### config.mk
export PLATFORM = sky130hd
export DESIGN_NAME = method_signature_bucket_hash_core
export DESIGN_NICKNAME = d
export VERILOG_FILES = /design/src/rtl/msbh_pkg.sv /design/src/rtl/msbh_hash_state.sv /design/src/rtl/msbh_bucket_reg.sv /design/src/rtl/method_signature_bucket_hash_core.sv
export SDC_FILE = /design/constraint.sdc
export NUM_CORES = 1
export LEC_CHECK = 0
export ABC_AREA = 1
export BUFFER_PORTS_ARGS = -buffer_cell sky130_fd_sc_hd__buf_4
export CAP_MARGIN = 20
export CORE_ASPECT_RATIO = 0.6
export CORE_MARGIN = 8
export CORE_UTILIZATION = 70
export CTS_CLUSTER_DIAMETER = 120
export DETAILED_ROUTE_END_ITERATION = 7
export PLACE_DENSITY_LB_ADDON = 0.3
export RECOVER_POWER = 50
export SLEW_MARGIN = 40
export SYNTH_ARGS = -nofsm -noshare
export SYNTH_HDL_FRONTEND = slang
export SYNTH_SLANG_ARGS = --single-unit
### constraint.sdc
create_clock -name clock -period 17.8 [get_ports clock]
set_clock_uncertainty 0.1 [all_clocks]
set_input_delay 2.67 -clock clock [delete_from_list [all_inputs] [get_ports clock]]
set_output_delay 2.67 -clock clock [all_outputs]
set_load 0.02 [all_outputs]
### src/rtl/msbh_pkg.sv
// ----------------------------------------------------------------------------
// msbh_pkg: shared types and hash functions
// one-at-a-time hash steps, fold and the bucket width for the signature hash
// ----------------------------------------------------------------------------
package msbh_pkg;

   localparam int TABLE_SIZE = 64;
   localparam int BUCKET_W   = $clog2(TABLE_SIZE);
   localparam int HASH_W     = 32;
   localparam int BYTE_W     = 8;
   localparam int TDATA_W    = 8;

   typedef logic [HASH_W-1:0]   hash_type;
   typedef logic [BUCKET_W-1:0] bucket_type;

   // one input byte item as held in the input register
   typedef struct packed {
      logic [BYTE_W-1:0] byte_value;
      logic              byte_present;
      logic              last_of_string;
   } item_type;

   // hash stage to bucket stage
   typedef struct packed {
      logic     pair_done;
      hash_type name_hash;
      hash_type type_hash;
   } pair_type;

   // add sign-extended byte, then the usual shift/add/xor mix
   function automatic hash_type mix_byte(hash_type h, logic [BYTE_W-1:0] b);
      hash_type v;
      v = h + {{(HASH_W-BYTE_W){b[BYTE_W-1]}}, b};
      v = v + (v << 10);
      v = v ^ (v >> 6);
      return v;
   endfunction

   function automatic hash_type finish_hash(hash_type h);
      hash_type v;
      v = h + (h << 3);
      v = v ^ (v >> 11);
      v = v + (v << 15);
      return v;
   endfunction

   function automatic hash_type fold32(hash_type h);
      return (h >> 24) ^ (h >> 16) ^ (h >> 8) ^ h;
   endfunction

endpackage

### src/rtl/msbh_hash_state.sv
// ----------------------------------------------------------------------------
// msbh_hash_state: running string hash
// holds the running hash, the finished name hash and the string phase
// ----------------------------------------------------------------------------
module msbh_hash_state import msbh_pkg::*; (
   input  logic     clock,
   input  logic     reset,
   input  logic     step_en,
   input  item_type item,
   output pair_type pair
);

   hash_type running_hash_ff, running_hash_in;
   hash_type saved_name_hash_ff, saved_name_hash_in;
   logic     in_second_ff, in_second_in;
   hash_type mixed;
   hash_type done;

   always_comb begin
      mixed = item.byte_present ? mix_byte(running_hash_ff, item.byte_value)
                                : running_hash_ff;
      done  = finish_hash(mixed);
   end

   always_comb begin
      running_hash_in    = running_hash_ff;
      saved_name_hash_in = saved_name_hash_ff;
      in_second_in       = in_second_ff;
      if (step_en) begin
         if (!item.last_of_string) begin
            running_hash_in = mixed;
         end else begin
            running_hash_in = '0;
            if (!in_second_ff) begin
               saved_name_hash_in = done;
               in_second_in       = 1'b1;
            end else begin
               saved_name_hash_in = '0;
               in_second_in       = 1'b0;
            end
         end
      end
   end

   always_ff @(posedge clock) begin
      if (reset) begin
         running_hash_ff    <= '0;
         saved_name_hash_ff <= '0;
         in_second_ff       <= 1'b0;
      end else begin
         running_hash_ff    <= running_hash_in;
         saved_name_hash_ff <= saved_name_hash_in;
         in_second_ff       <= in_second_in;
      end
   end

   assign pair.pair_done = item.last_of_string & in_second_ff;
   assign pair.name_hash = saved_name_hash_ff;
   assign pair.type_hash = done;

endmodule

### src/rtl/msbh_bucket_reg.sv
// ----------------------------------------------------------------------------
// msbh_bucket_reg: fold and result register
// folds both hashes, reduces to a bucket and holds it for the receiver
// ----------------------------------------------------------------------------
module msbh_bucket_reg import msbh_pkg::*; (
   input  logic       clock,
   input  logic       reset,
   input  logic       load,
   input  pair_type   pair,
   input  logic       out_ready,
   output logic       out_valid,
   output bucket_type out_bucket,
   output logic       slot_free
);

   logic       valid_ff, valid_in;
   bucket_type bucket_ff, bucket_in;
   hash_type   comb;

   // table size is a power of two, so the modulo is the low bits
   assign comb      = fold32(pair.name_hash) ^ fold32(pair.type_hash);
   assign slot_free = !valid_ff || out_ready;

   always_comb begin
      valid_in  = valid_ff;
      bucket_in = bucket_ff;
      if (load) begin
         valid_in  = 1'b1;
         bucket_in = comb[BUCKET_W-1:0];
      end else if (out_ready) begin
         valid_in = 1'b0;
      end
   end

   always_ff @(posedge clock) begin
      if (reset) begin
         valid_ff <= 1'b0;
      end else begin
         valid_ff <= valid_in;
      end
   end

   always_ff @(posedge clock) begin
      bucket_ff <= bucket_in;
   end

   assign out_valid  = valid_ff;
   assign out_bucket = bucket_ff;

endmodule

### src/rtl/method_signature_bucket_hash_core.sv
// ----------------------------------------------------------------------------
// method_signature_bucket_hash_core: method signature bucket hash
// hashes a method name and its type descriptor into a table bucket
// ----------------------------------------------------------------------------
// usage
//   req channel carries one string byte per request: first the method name,
//   then the type descriptor. req_tlast ends a string; req_tuser low means
//   the request carries no byte, so a string may be empty.
//   rsp channel carries one bucket index per name/type pair, sent on the
//   request that ends the type string. other requests give no response.
// throughput and pipeline
//   one request per cycle, except while a request that ends a type string waits
//   for the result slot. a request is held in the input register; the hash step
//   and fold run between that register and the bucket register, which drives rsp.
//   the per-byte hash recurrence closes through the running hash register.
// reset
//   synchronous, active high: clears both hashes, the string phase and both
//   valid flags; the next byte starts a new method name.
// stalls
//   while a bucket waits on rsp, bytes that end no pair keep flowing; only
//   the request that ends a type string waits for the result slot.
// ----------------------------------------------------------------------------
module method_signature_bucket_hash_core import msbh_pkg::*; (
   input  logic               clock,
   input  logic               reset,
   // request channel
   input  logic               req_tvalid,
   output logic               req_tready,
   input  logic [TDATA_W-1:0] req_tdata,   // [7:0] byte_value
   input  logic               req_tuser,   // [0] byte_present
   input  logic               req_tlast,   // last_of_string
   // response channel
   output logic               rsp_tvalid,
   input  logic               rsp_tready,
   output logic [TDATA_W-1:0] rsp_tdata    // [5:0] bucket, [7:6] zero
);

   logic       in_valid_ff, in_valid_in;
   item_type   item_ff, item_in;
   logic       req_accept;
   logic       advance;
   logic       load;
   logic       slot_free;
   pair_type   pair;
   bucket_type bucket;

   assign req_accept = req_tvalid && req_tready;

   // the held request moves on unless it ends a pair and the slot is full
   assign advance    = in_valid_ff && (!pair.pair_done || slot_free);
   assign load       = advance && pair.pair_done;
   assign req_tready = !in_valid_ff || advance;

   always_comb begin
      in_valid_in = in_valid_ff;
      item_in     = item_ff;
      if (req_accept) begin
         in_valid_in            = 1'b1;
         item_in.byte_value     = req_tdata[BYTE_W-1:0];
         item_in.byte_present   = req_tuser;
         item_in.last_of_string = req_tlast;
      end else if (advance) begin
         in_valid_in = 1'b0;
      end
   end

   always_ff @(posedge clock) begin
      if (reset) begin
         in_valid_ff <= 1'b0;
      end else begin
         in_valid_ff <= in_valid_in;
      end
   end

   always_ff @(posedge clock) begin
      item_ff <= item_in;
   end

   msbh_hash_state u_hash (
      .clock   (clock),
      .reset   (reset),
      .step_en (advance),
      .item    (item_ff),
      .pair    (pair)
   );

   msbh_bucket_reg u_bucket (
      .clock      (clock),
      .reset      (reset),
      .load       (load),
      .pair       (pair),
      .out_ready  (rsp_tready),
      .out_valid  (rsp_tvalid),
      .out_bucket (bucket),
      .slot_free  (slot_free)
   );

   assign rsp_tdata = {{(TDATA_W-BUCKET_W){1'b0}}, bucket};

   // a held request that is not moved on stays held
   a_hold_input : assert property (@(posedge clock) disable iff (reset)
      in_valid_ff && !advance |=> in_valid_ff && $stable(item_ff))
      else $error("input request dropped while stalled");

   // bytes that end no pair never wait on the response side
   a_no_false_stall : assert property (@(posedge clock) disable iff (reset)
      in_valid_ff && !pair.pair_done |-> advance)
      else $error("non-final request stalled");

   // a bucket is written only into a free result slot
   a_load_free : assert property (@(posedge clock) disable iff (reset)
      load |-> slot_free)
      else $error("result overwritten before taken");

   // a loaded bucket is offered in the next cycle
   a_load_shows : assert property (@(posedge clock) disable iff (reset)
      load |=> rsp_tvalid)
      else $error("loaded bucket not offered");

endmodule
==> results of run 1 <==
## critical path, delay by kind of cell (launching register included)
kind            cells  cell delay [ns]
compound gates     15             3.10
xor+xnor            5             1.34
fa+ha+maj           5             1.83
buf+inv             3             0.22
flops               1             0.37
simple gates       31             3.01
## cells in the mapped netlist (5+ instances only)
cell type / number / share of area, %
sky130_fd_sc_hd__inv_1: 104 / 4.7
sky130_fd_sc_hd__o21ai_1: 10 / 0.60
sky130_fd_sc_hd__clkbuf_1: 17 / 0.76
sky130_fd_sc_hd__a31oi_1: 5 / 0.37
sky130_fd_sc_hd__nand2_1: 344 / 15
sky130_fd_sc_hd__ha_1: 92 / 14
sky130_fd_sc_hd__nand4_1: 9 / 0.67
sky130_fd_sc_hd__nor2_2: 5 / 0.37
sky130_fd_sc_hd__nand3_2: 7 / 0.84
sky130_fd_sc_hd__nor2_1: 67 / 3.0
sky130_fd_sc_hd__edfxtp_1: 16 / 5.7
sky130_fd_sc_hd__nand3_1: 63 / 3.8
sky130_fd_sc_hd__xor2_1: 92 / 9.6
sky130_fd_sc_hd__or2_2: 6 / 0.45
sky130_fd_sc_hd__o21ai_0: 34 / 2.0
sky130_fd_sc_hd__o21ai_2: 6 / 0.63
sky130_fd_sc_hd__xnor2_1: 56 / 5.9
sky130_fd_sc_hd__nand2_2: 18 / 1.3
sky130_fd_sc_hd__dfxtp_1: 59 / 14
sky130_fd_sc_hd__a21oi_1: 157 / 9.4
## path summary, 6_finish.rpt
check	endpoint	cells after the start	from	slack, ns
hold / removal	u_hash.saved_name_hash_ff[2]	2	u_hash.saved_name_hash_ff[2]	0.38
setup / recovery	u_bucket.out_bucket[5]	59	item_ff[2]	7.61
setup reg to reg	u_bucket.out_bucket[5]	59	item_ff[2]	7.61
hold reg to reg	u_hash.saved_name_hash_ff[2]	2	u_hash.saved_name_hash_ff[2]	0.38
## state kept, by name, indices dropped and copies added, names as in the netlist
register	cells
in_valid_ff	1
item_ff	10
u_bucket.out_bucket	6
u_bucket.out_valid	1
u_hash.in_second_ff	1
u_hash.running_hash_ff	32
u_hash.saved_name_hash_ff	24
## final cells by class
| cell class | instances | area [µm²] | area share [%] |
|---|---|---|---|
| multi-input cells | 1027 | 6205 | 69.38 |
| flip-flops and latches | 75 | 1662 | 18.58 |
| inverters | 108 | 405.4 | 4.533 |
| clock buffers | 10 | 250.2 | 2.798 |
| well taps | 165 | 206.4 | 2.308 |
| repair buffers | 25 | 157.7 | 1.763 |
| clock inverters | 6 | 57.56 | 0.6435 |
## logic make-up (layout without fill, tap and decap cells)
family          Yosys count  count (layout)  share of synthesized area [%]
compound gates          238             238                          15.50
xor+xnor                151             151                          16.07
fa+ha+maj                96              96                          14.71
buf+inv                 133             149                          6.112
flops                    75              75                          19.85
other cells               1               2                        0.04479
simple gates            540             540                          27.72
## per-stage QoR
stage	setup slack, ns	hold slack, ns	cells
after detailed placement	7.819	0.3595	1399
after floorplan	9.406	0.3453	1235
after CTS	7.697	0.3697	1415
after global placement	7.738	0.3569	1399
final	7.612	0.3750	1416
after global routing	6.832	0.3889	1416
## per-layer routing
layer,routed length (µm),share of wire (%)
met1,11970,50
met4,211,0.89
met5,0,0
met3,2937,12
met2,8713,37
==> metrics.txt, run 1 <==
# TYPE chip_impl_metric gauge
chip_impl_metric{name="cts_repair_resize_count",unit=""} 0
chip_impl_metric{name="worst-slew-pin-transition",unit="ns"} 1.529
chip_impl_info{name="layout_commonest_cell",value="sky130_fd_sc_hd__nand2_1"} 1
chip_impl_metric{name="max-clock-path-buffers",unit=""} 2
chip_impl_metric{name="fp-row-count",unit=""} 31
chip_impl_metric{name="setup_viol",unit=""} 0
chip_impl_metric{name="drt-total-wl",unit="µm"} 23830
chip_impl_metric{name="critPathRequiredTime",unit="ns"} 17.80
chip_impl_info{name="slowest_stage",value="sky130_fd_sc_hd__o311ai_1"} 1
chip_impl_metric{name="post_synth_num_cell_types",unit=""} 49
chip_impl_info{name="cts_root_buffer",value="sky130_fd_sc_hd__clkbuf_16"} 1
chip_impl_metric{name="yosysWarningCount",unit=""} 0
chip_impl_metric{name="dp_area",unit="µm²"} 8658
chip_impl_metric{name="num-nets-final",unit=""} 1356
chip_impl_metric{name="synth_enable_flop_cells",unit=""} 16
chip_impl_info{name="unrepaired_setup_endpoints_after_global_routing",value="no"} 1
chip_impl_metric{name="final-max-slew-violation-count",unit=""} 33
chip_impl_metric{name="die_y",unit="µm"} 100.7
chip_impl_metric{name="cap_viol_max_count",unit=""} 1
chip_impl_info{name="global_route.peak_usage_layer",value="met1"} 1
chip_impl_metric{name="stdcell_area",unit="µm²"} 8944
chip_impl_metric{name="vias",unit=""} 8355
chip_impl_metric{name="worst_setup_hold_path_clk_slew",unit="ns"} 0.08
chip_impl_metric{name="post_route_clock_period_utilization",unit="%"} 57.24
chip_impl_metric{name="gr-usage-met3",unit="%"} 9.375
chip_impl_metric{name="clkLatencyLatePin",unit="ns"} 0.35
chip_impl_metric{name="io-pin-count",unit=""} 24
chip_impl_metric{name="critical_path_s_largest_stage_delay",unit="ns"} 0.62
chip_impl_metric{name="drt_first_pass_iters",unit=""} 5
chip_impl_info{name="critPathLaunchType",value="flop"} 1
chip_impl_metric{name="wire_length_of_the_first_global_routing_pass",unit="µm"} 38560
chip_impl_metric{name="timing.slew.headroom",unit="%"} -1.964
chip_impl_metric{name="floorplan.die_area",unit="µm²"} 15830
chip_impl_metric{name="grt_pass1_vias",unit=""} 7535
chip_impl_metric{name="globalRouteMet2Util",unit="%"} 40.71
chip_impl_info{name="worst_setup_ep_type",value="flop"} 1
chip_impl_metric{name="cts-hold-fix-buffers",unit=""} 0
chip_impl_metric{name="cts_sinks",unit=""} 75
chip_impl_info{name="run_status",value="complete, but fails checks"} 1
chip_impl_metric{name="core_area",unit="µm²"} 11870
chip_impl_metric{name="numPortBuffers",unit=""} 21
chip_impl_metric{name="utilization",unit="%"} 75.35
chip_impl_metric{name="peak_freq",unit="MHz"} 98.15
chip_impl_info{name="cts_tree",value="built"} 1
chip_impl_metric{name="diodes_inserted",unit=""} 0
chip_impl_metric{name="cp.arrival",unit="ns"} 10.19
chip_impl_metric{name="synthCells",unit=""} 1234
chip_impl_metric{name="syn_area",unit="µm²"} 8372
chip_impl_metric{name="timing.final.crit_period",unit="ns"} 10.19
chip_impl_metric{name="number_of_buffers_created_by_cts",unit=""} 9
chip_impl_metric{name="cts.htree.levels",unit=""} 3
chip_impl_metric{name="synthesis.area_per_instance",unit="µm²"} 6.784
chip_impl_metric{name="detail_route.drc_violations",unit=""} 0
chip_impl_info{name="critical_path_class",value="reg2reg"} 1
chip_impl_info{name="hold_path_class",value="reg2reg"} 1
chip_impl_metric{name="globalRouteTotalUtil",unit="%"} 30.63
chip_impl_metric{name="sum_neg_setup_slack",unit="ns"} 0
chip_impl_metric{name="pin_count_of_the_biggest_net_entering_global_routing",unit=""} 60
chip_impl_metric{name="nFillCells",unit=""} 967
chip_impl_metric{name="average_detailed_routed_wire_length_per_instance",unit="µm"} 16.83
chip_impl_info{name="most-common-layout-cells",value="sky130_fd_sc_hd__nand2_1 (344), sky130_fd_sc_hd__a21oi_1 (157), sky130_fd_sc_hd__inv_1 (104), sky130_fd_sc_hd__xor2_1 (92), sky130_fd_sc_hd__ha_1 (92)"} 1
chip_impl_metric{name="cp_max_fo",unit=""} 6
chip_impl_metric{name="yosys_register_bits",unit=""} 75
chip_impl_info{name="ys.flop_type",value="sky130_fd_sc_hd__dfxtp_1"} 1
chip_impl_metric{name="layout-drive-gt1-share",unit="%"} 7.274
chip_impl_metric{name="detailedPlacementHpwl",unit="µm"} 19330
chip_impl_metric{name="initial_utilization",unit="%"} 70.54
chip_impl_metric{name="synth-seq-area-share",unit="%"} 19.85
chip_impl_metric{name="floorplan.die.width",unit="µm"} 157.2
chip_impl_metric{name="global_route_total_overflow",unit=""} 0
chip_impl_metric{name="finalWeightedCongestion",unit=""} 1.025
chip_impl_metric{name="area_growth",unit="%"} 6.830
chip_impl_metric{name="ant_nets",unit=""} 0
chip_impl_info{name="timing.critical_path.mode_cell",value="sky130_fd_sc_hd__nand2_1"} 1
chip_impl_info{name="failed_checks",value="capacitance limit, slew limit"} 1
chip_impl_metric{name="groute.layer.met1.usage",unit="%"} 46.86
chip_impl_metric{name="hold_viol_final",unit=""} 0
chip_impl_metric{name="cts_setup_buffers",unit=""} 0
chip_impl_metric{name="initial_antenna_violation_count",unit=""} 0
chip_impl_metric{name="fraction_of_registers_with_async_set_or_reset_after_synthesis",unit="%"} 0
chip_impl_metric{name="initialDrtViolationCount",unit=""} 861
chip_impl_metric{name="post_drt_via_cell_ratio",unit=""} 5.900
Power of run 1 is left out: the tool's default activity adds up to more than one toggle a clock period on the data nets, which glitch-free logic cannot reach.
==> inputs of run 2 (changes only) <==
--- a/config.mk
+++ b/config.mk
@@ -5,12 +5,12 @@
 export SDC_FILE = /design/constraint.sdc
 export NUM_CORES = 1
 export LEC_CHECK = 0
-export ABC_AREA = 1
+export ABC_AREA = 0
 export BUFFER_PORTS_ARGS = -buffer_cell sky130_fd_sc_hd__buf_4
 export CAP_MARGIN = 20
 export CORE_ASPECT_RATIO = 0.6
 export CORE_MARGIN = 8
-export CORE_UTILIZATION = 70
+export CORE_UTILIZATION = 65
 export CTS_CLUSTER_DIAMETER = 120
 export DETAILED_ROUTE_END_ITERATION = 7
 export PLACE_DENSITY_LB_ADDON = 0.3
==> constraint.sdc (replaced) <==
create_clock -name clock -period 10.1 [get_ports clock]
set_clock_uncertainty 0.1 [all_clocks]
set_input_delay 1.515 -clock clock [delete_from_list [all_inputs] [get_ports clock]]
set_output_delay 1.515 -clock clock [all_outputs]
set_load 0.02 [all_outputs]
==> run 2 against run 1 <==
Net effect:
- the run still ends with capacitance limit, slew limit left
- setup slack lost 7.6 ns
- highest routed layer unchanged
- synthesized cell count shrank 22%
- register-to-register slack lost 7.6 ns
- critical path depth shrank 4
==> metrics.txt, run 2 <==
# TYPE chip_impl_metric gauge
chip_impl_metric{name="floorplan.die_area",unit="µm²"} 16230
chip_impl_metric{name="detail_route.drc_violations",unit=""} 0
chip_impl_metric{name="fp-row-count",unit=""} 31
chip_impl_metric{name="detailedPlace.worstSlack",unit="ns"} -0.2025
chip_impl_metric{name="layout-drive-gt1-share",unit="%"} 17.06
chip_impl_metric{name="cp.buffers_inverters",unit=""} 0
chip_impl_metric{name="post_route_clock_period_utilization",unit="%"} 99.44
chip_impl_metric{name="global_route_total_overflow",unit=""} 0
chip_impl_metric{name="post_synth_num_cell_types",unit=""} 67
chip_impl_metric{name="clkLatencyLatePin",unit="ns"} 0.34
chip_impl_metric{name="timing.final.crit_period",unit="ns"} 10.04
chip_impl_metric{name="timing.slew.headroom",unit="%"} -2.344
chip_impl_metric{name="cts.htree.levels",unit=""} 3
chip_impl_metric{name="globalRouteMet2Util",unit="%"} 40.42
chip_impl_metric{name="io-pin-count",unit=""} 24
chip_impl_info{name="ys.flop_type",value="sky130_fd_sc_hd__dfxtp_1"} 1
chip_impl_metric{name="diodes_inserted",unit=""} 0
chip_impl_metric{name="worst-slew-pin-transition",unit="ns"} 1.535
chip_impl_metric{name="hold_critical_path_depth",unit=""} 2
chip_impl_metric{name="final-max-slew-violation-count",unit=""} 31
chip_impl_metric{name="post_drt_via_cell_ratio",unit=""} 6.383
chip_impl_metric{name="core_area",unit="µm²"} 12020
chip_impl_info{name="timing.critical_path.mode_cell",value="sky130_fd_sc_hd__a21oi_2"} 1
chip_impl_info{name="global_route.peak_usage_layer",value="met2"} 1
chip_impl_metric{name="initial_antenna_violation_count",unit=""} 0
chip_impl_metric{name="cap_viol_max_count",unit=""} 1
chip_impl_metric{name="hold_viol_final",unit=""} 0
chip_impl_metric{name="number_of_buffers_created_by_cts",unit=""} 9
chip_impl_metric{name="sum_neg_setup_slack",unit="ns"} 0
chip_impl_metric{name="vias",unit=""} 7749
chip_impl_metric{name="num-nets-final",unit=""} 1154
chip_impl_info{name="unrepaired_setup_endpoints_after_global_routing",value="yes"} 1
chip_impl_metric{name="ff2ff_path_depth",unit=""} 55
chip_impl_metric{name="average_detailed_routed_wire_length_per_instance",unit="µm"} 19.29
chip_impl_metric{name="detailedPlacementHpwl",unit="µm"} 16980
chip_impl_metric{name="ant_nets",unit=""} 0
chip_impl_info{name="critical_path_class",value="reg2reg"} 1
chip_impl_metric{name="syn_area",unit="µm²"} 7999
chip_impl_metric{name="max-clock-path-buffers",unit=""} 2
chip_impl_info{name="timing.critical_path.max_delay_family",value="compound AO/OA/AOI/OAI gates"} 1
chip_impl_metric{name="initialDrtViolationCount",unit=""} 986
chip_impl_info{name="reg_with_most_ffs",value="u_hash.running_hash_ff"} 1
chip_impl_metric{name="synthesis.area_per_instance",unit="µm²"} 8.263
chip_impl_info{name="netlist.top_cell.by_area",value="sky130_fd_sc_hd__xnor2_1"} 1
chip_impl_metric{name="cts_sinks",unit=""} 75
chip_impl_info{name="most-common-layout-cells",value="sky130_fd_sc_hd__xnor2_1 (131), sky130_fd_sc_hd__nor2_1 (112), sky130_fd_sc_hd__a21oi_1 (91), sky130_fd_sc_hd__ha_1 (88), sky130_fd_sc_hd__buf_4 (72)"} 1
chip_impl_metric{name="gr-usage-met3",unit="%"} 6.597
chip_impl_metric{name="die_y",unit="µm"} 101.9
chip_impl_info{name="cts_root_buffer",value="sky130_fd_sc_hd__clkbuf_16"} 1
chip_impl_metric{name="numPortBuffers",unit=""} 21
chip_impl_info{name="cts_tree",value="built"} 1
chip_impl_metric{name="globalRouteTotalUtil",unit="%"} 27.47
chip_impl_metric{name="seq_area",unit="µm²"} 1662
chip_impl_info{name="reg.largest.list",value="u_hash.running_hash_ff (32), u_hash.saved_name_hash_ff (24), item_ff (10)"} 1
chip_impl_metric{name="worst_setup_hold_path_clk_slew",unit="ns"} 0.06
chip_impl_metric{name="drt_first_pass_iters",unit=""} 6
chip_impl_info{name="post_synth_most_frequent_cells",value="sky130_fd_sc_hd__xnor2_1 (144), sky130_fd_sc_hd__nor2_1 (114), sky130_fd_sc_hd__a21oi_1 (107)"} 1
chip_impl_info{name="synthMostInstantiatedCell",value="sky130_fd_sc_hd__xnor2_1"} 1
chip_impl_info{name="hold_path_class",value="reg2reg"} 1
chip_impl_metric{name="critPathRequiredTime",unit="ns"} 10.09
chip_impl_info{name="worst_setup_ep_type",value="flop"} 1
chip_impl_metric{name="yosysWarningCount",unit=""} 0
chip_impl_metric{name="cp_max_fo",unit=""} 4
chip_impl_metric{name="yosys.area.top_type_share",unit="%"} 15.77
chip_impl_metric{name="cp.arrival",unit="ns"} 10.03
chip_impl_info{name="layout_commonest_cell",value="sky130_fd_sc_hd__xnor2_1"} 1
chip_impl_metric{name="initial_utilization",unit="%"} 66.52
chip_impl_metric{name="groute.layer.met1.usage",unit="%"} 39.69
chip_impl_metric{name="critical_path_s_largest_stage_delay",unit="ns"} 0.38
chip_impl_metric{name="synth-seq-area-share",unit="%"} 20.77
chip_impl_info{name="failed_checks",value="capacitance limit, slew limit"} 1
chip_impl_metric{name="timing.critical_path.depth",unit=""} 55
chip_impl_metric{name="pin_count_of_the_biggest_net_entering_global_routing",unit=""} 63
chip_impl_metric{name="synth_enable_flop_cells",unit=""} 16
chip_impl_info{name="slowest_stage",value="sky130_fd_sc_hd__edfxtp_1"} 1
chip_impl_metric{name="nFillCells",unit=""} 830
chip_impl_info{name="run_status",value="complete, but fails checks"} 1
chip_impl_info{name="critPathLaunchType",value="flop"} 1
chip_impl_metric{name="wire_length_of_the_first_global_routing_pass",unit="µm"} 36060
chip_impl_metric{name="floorplan.die.width",unit="µm"} 159.2
chip_impl_metric{name="peak_freq",unit="MHz"} 99.56
chip_impl_metric{name="setup_ws_final",unit="ns"} 0.05620
chip_impl_metric{name="grt_pass1_vias",unit=""} 6905
chip_impl_metric{name="multi_input_comb_area",unit="µm²"} 6397
chip_impl_metric{name="cts-hold-fix-buffers",unit=""} 0
chip_impl_metric{name="utilization",unit="%"} 77.89
chip_impl_metric{name="setup_viol",unit=""} 0
chip_impl_metric{name="yosys_register_bits",unit=""} 75
chip_impl_info{name="synth_top_cells_by_area",value="sky130_fd_sc_hd__xnor2_1 (16%), sky130_fd_sc_hd__dfxtp_1 (15%), sky130_fd_sc_hd__ha_1 (14%)"} 1
chip_impl_metric{name="largest_register_ff_count",unit=""} 32
chip_impl_metric{name="area_growth",unit="%"} 17.08
chip_impl_metric{name="finalWeightedCongestion",unit=""} 0.9522
chip_impl_metric{name="drt-total-wl",unit="µm"} 23410
chip_impl_metric{name="fraction_of_registers_with_async_set_or_reset_after_synthesis",unit="%"} 0
chip_impl_metric{name="synthCells",unit=""} 968
[run 2: cell types whose count changed after synthesis, sizes merged, moves of 51 or more]
cell,change
a22oi,+51
nand2,-327
xnor2,+87
xor2,-56
inv,-73
a21oi,-53
[run 2: cell type report]
class                      instances  area share (%)
timing repair buffer              95           7.134
tap                              165           2.204
multi-input combinational        828           68.31
clock inverter                     7          0.8016
inverter                          35           1.403
sequential                        75           17.74
clock buffer                       9           2.405
[run 2: kinds of logic (layout without fill, tap and decap cells)]
group | count (synthesis) | in the layout | synth area share [%]
AO/OA/AOI/OAI | 296 | 296 | 24.98
XOR/XNOR | 183 | 183 | 20.23
adder cells (fa/ha/maj) | 96 | 96 | 15.39
buffers and inverters | 66 | 146 | 3.238
flip-flops | 75 | 75 | 20.77
multiplexers | 11 | 11 | 1.502
other | 1 | 2 | 0.04688
AND/OR/NAND/NOR | 240 | 240 | 13.84
[run 2: worst reg2reg max path, delay by kind of cell (launching register included)]
kind / cells / cell delay, ns
AO/OA/AOI/OAI: 28 / 4.58
AND/OR/NAND/NOR: 11 / 1.32
flip-flops: 1 / 0.38
XOR/XNOR: 11 / 2.04
adder cells (fa/ha/maj): 5 / 1.38
[run 2: what timing repair did]
action	4_1_cts	5_1_grt
setup buffers	9	12
setup endpoints to repair	4	11
pin swaps	11	50
gates resized for setup	11	52
[run 2: metrics by stage]
stage               cell area, µm²  instances  hold slack (ns)
floorplan                     8003        969           0.3746
global placement              8645       1178           0.3954
detailed placement            8645       1178           0.4044
CTS                           9080       1203           0.4170
global route                  9365       1214           0.4596
finish                        9365       1214           0.4194
[run 2: worst paths after layout]
check                                      from                            end  slack, ns
setup / recovery                     item_ff[2]         u_bucket.out_bucket[5]       0.06
hold / removal    u_hash.saved_name_hash_ff[16]  u_hash.saved_name_hash_ff[16]       0.42
setup reg to reg                     item_ff[2]         u_bucket.out_bucket[5]       0.06
hold reg to reg   u_hash.saved_name_hash_ff[16]  u_hash.saved_name_hash_ff[16]       0.42
[run 2: metal layers]
layer  part of all wire, %  vias up  wire (µm)
met1                    45     3648      10490
met4                   1.9        0        439
met3                    12       49       2849
li1                      -     3633          -
met2                    41      419       9635
met5                     0        -          0
Power of run 2 is left out for the same reason.
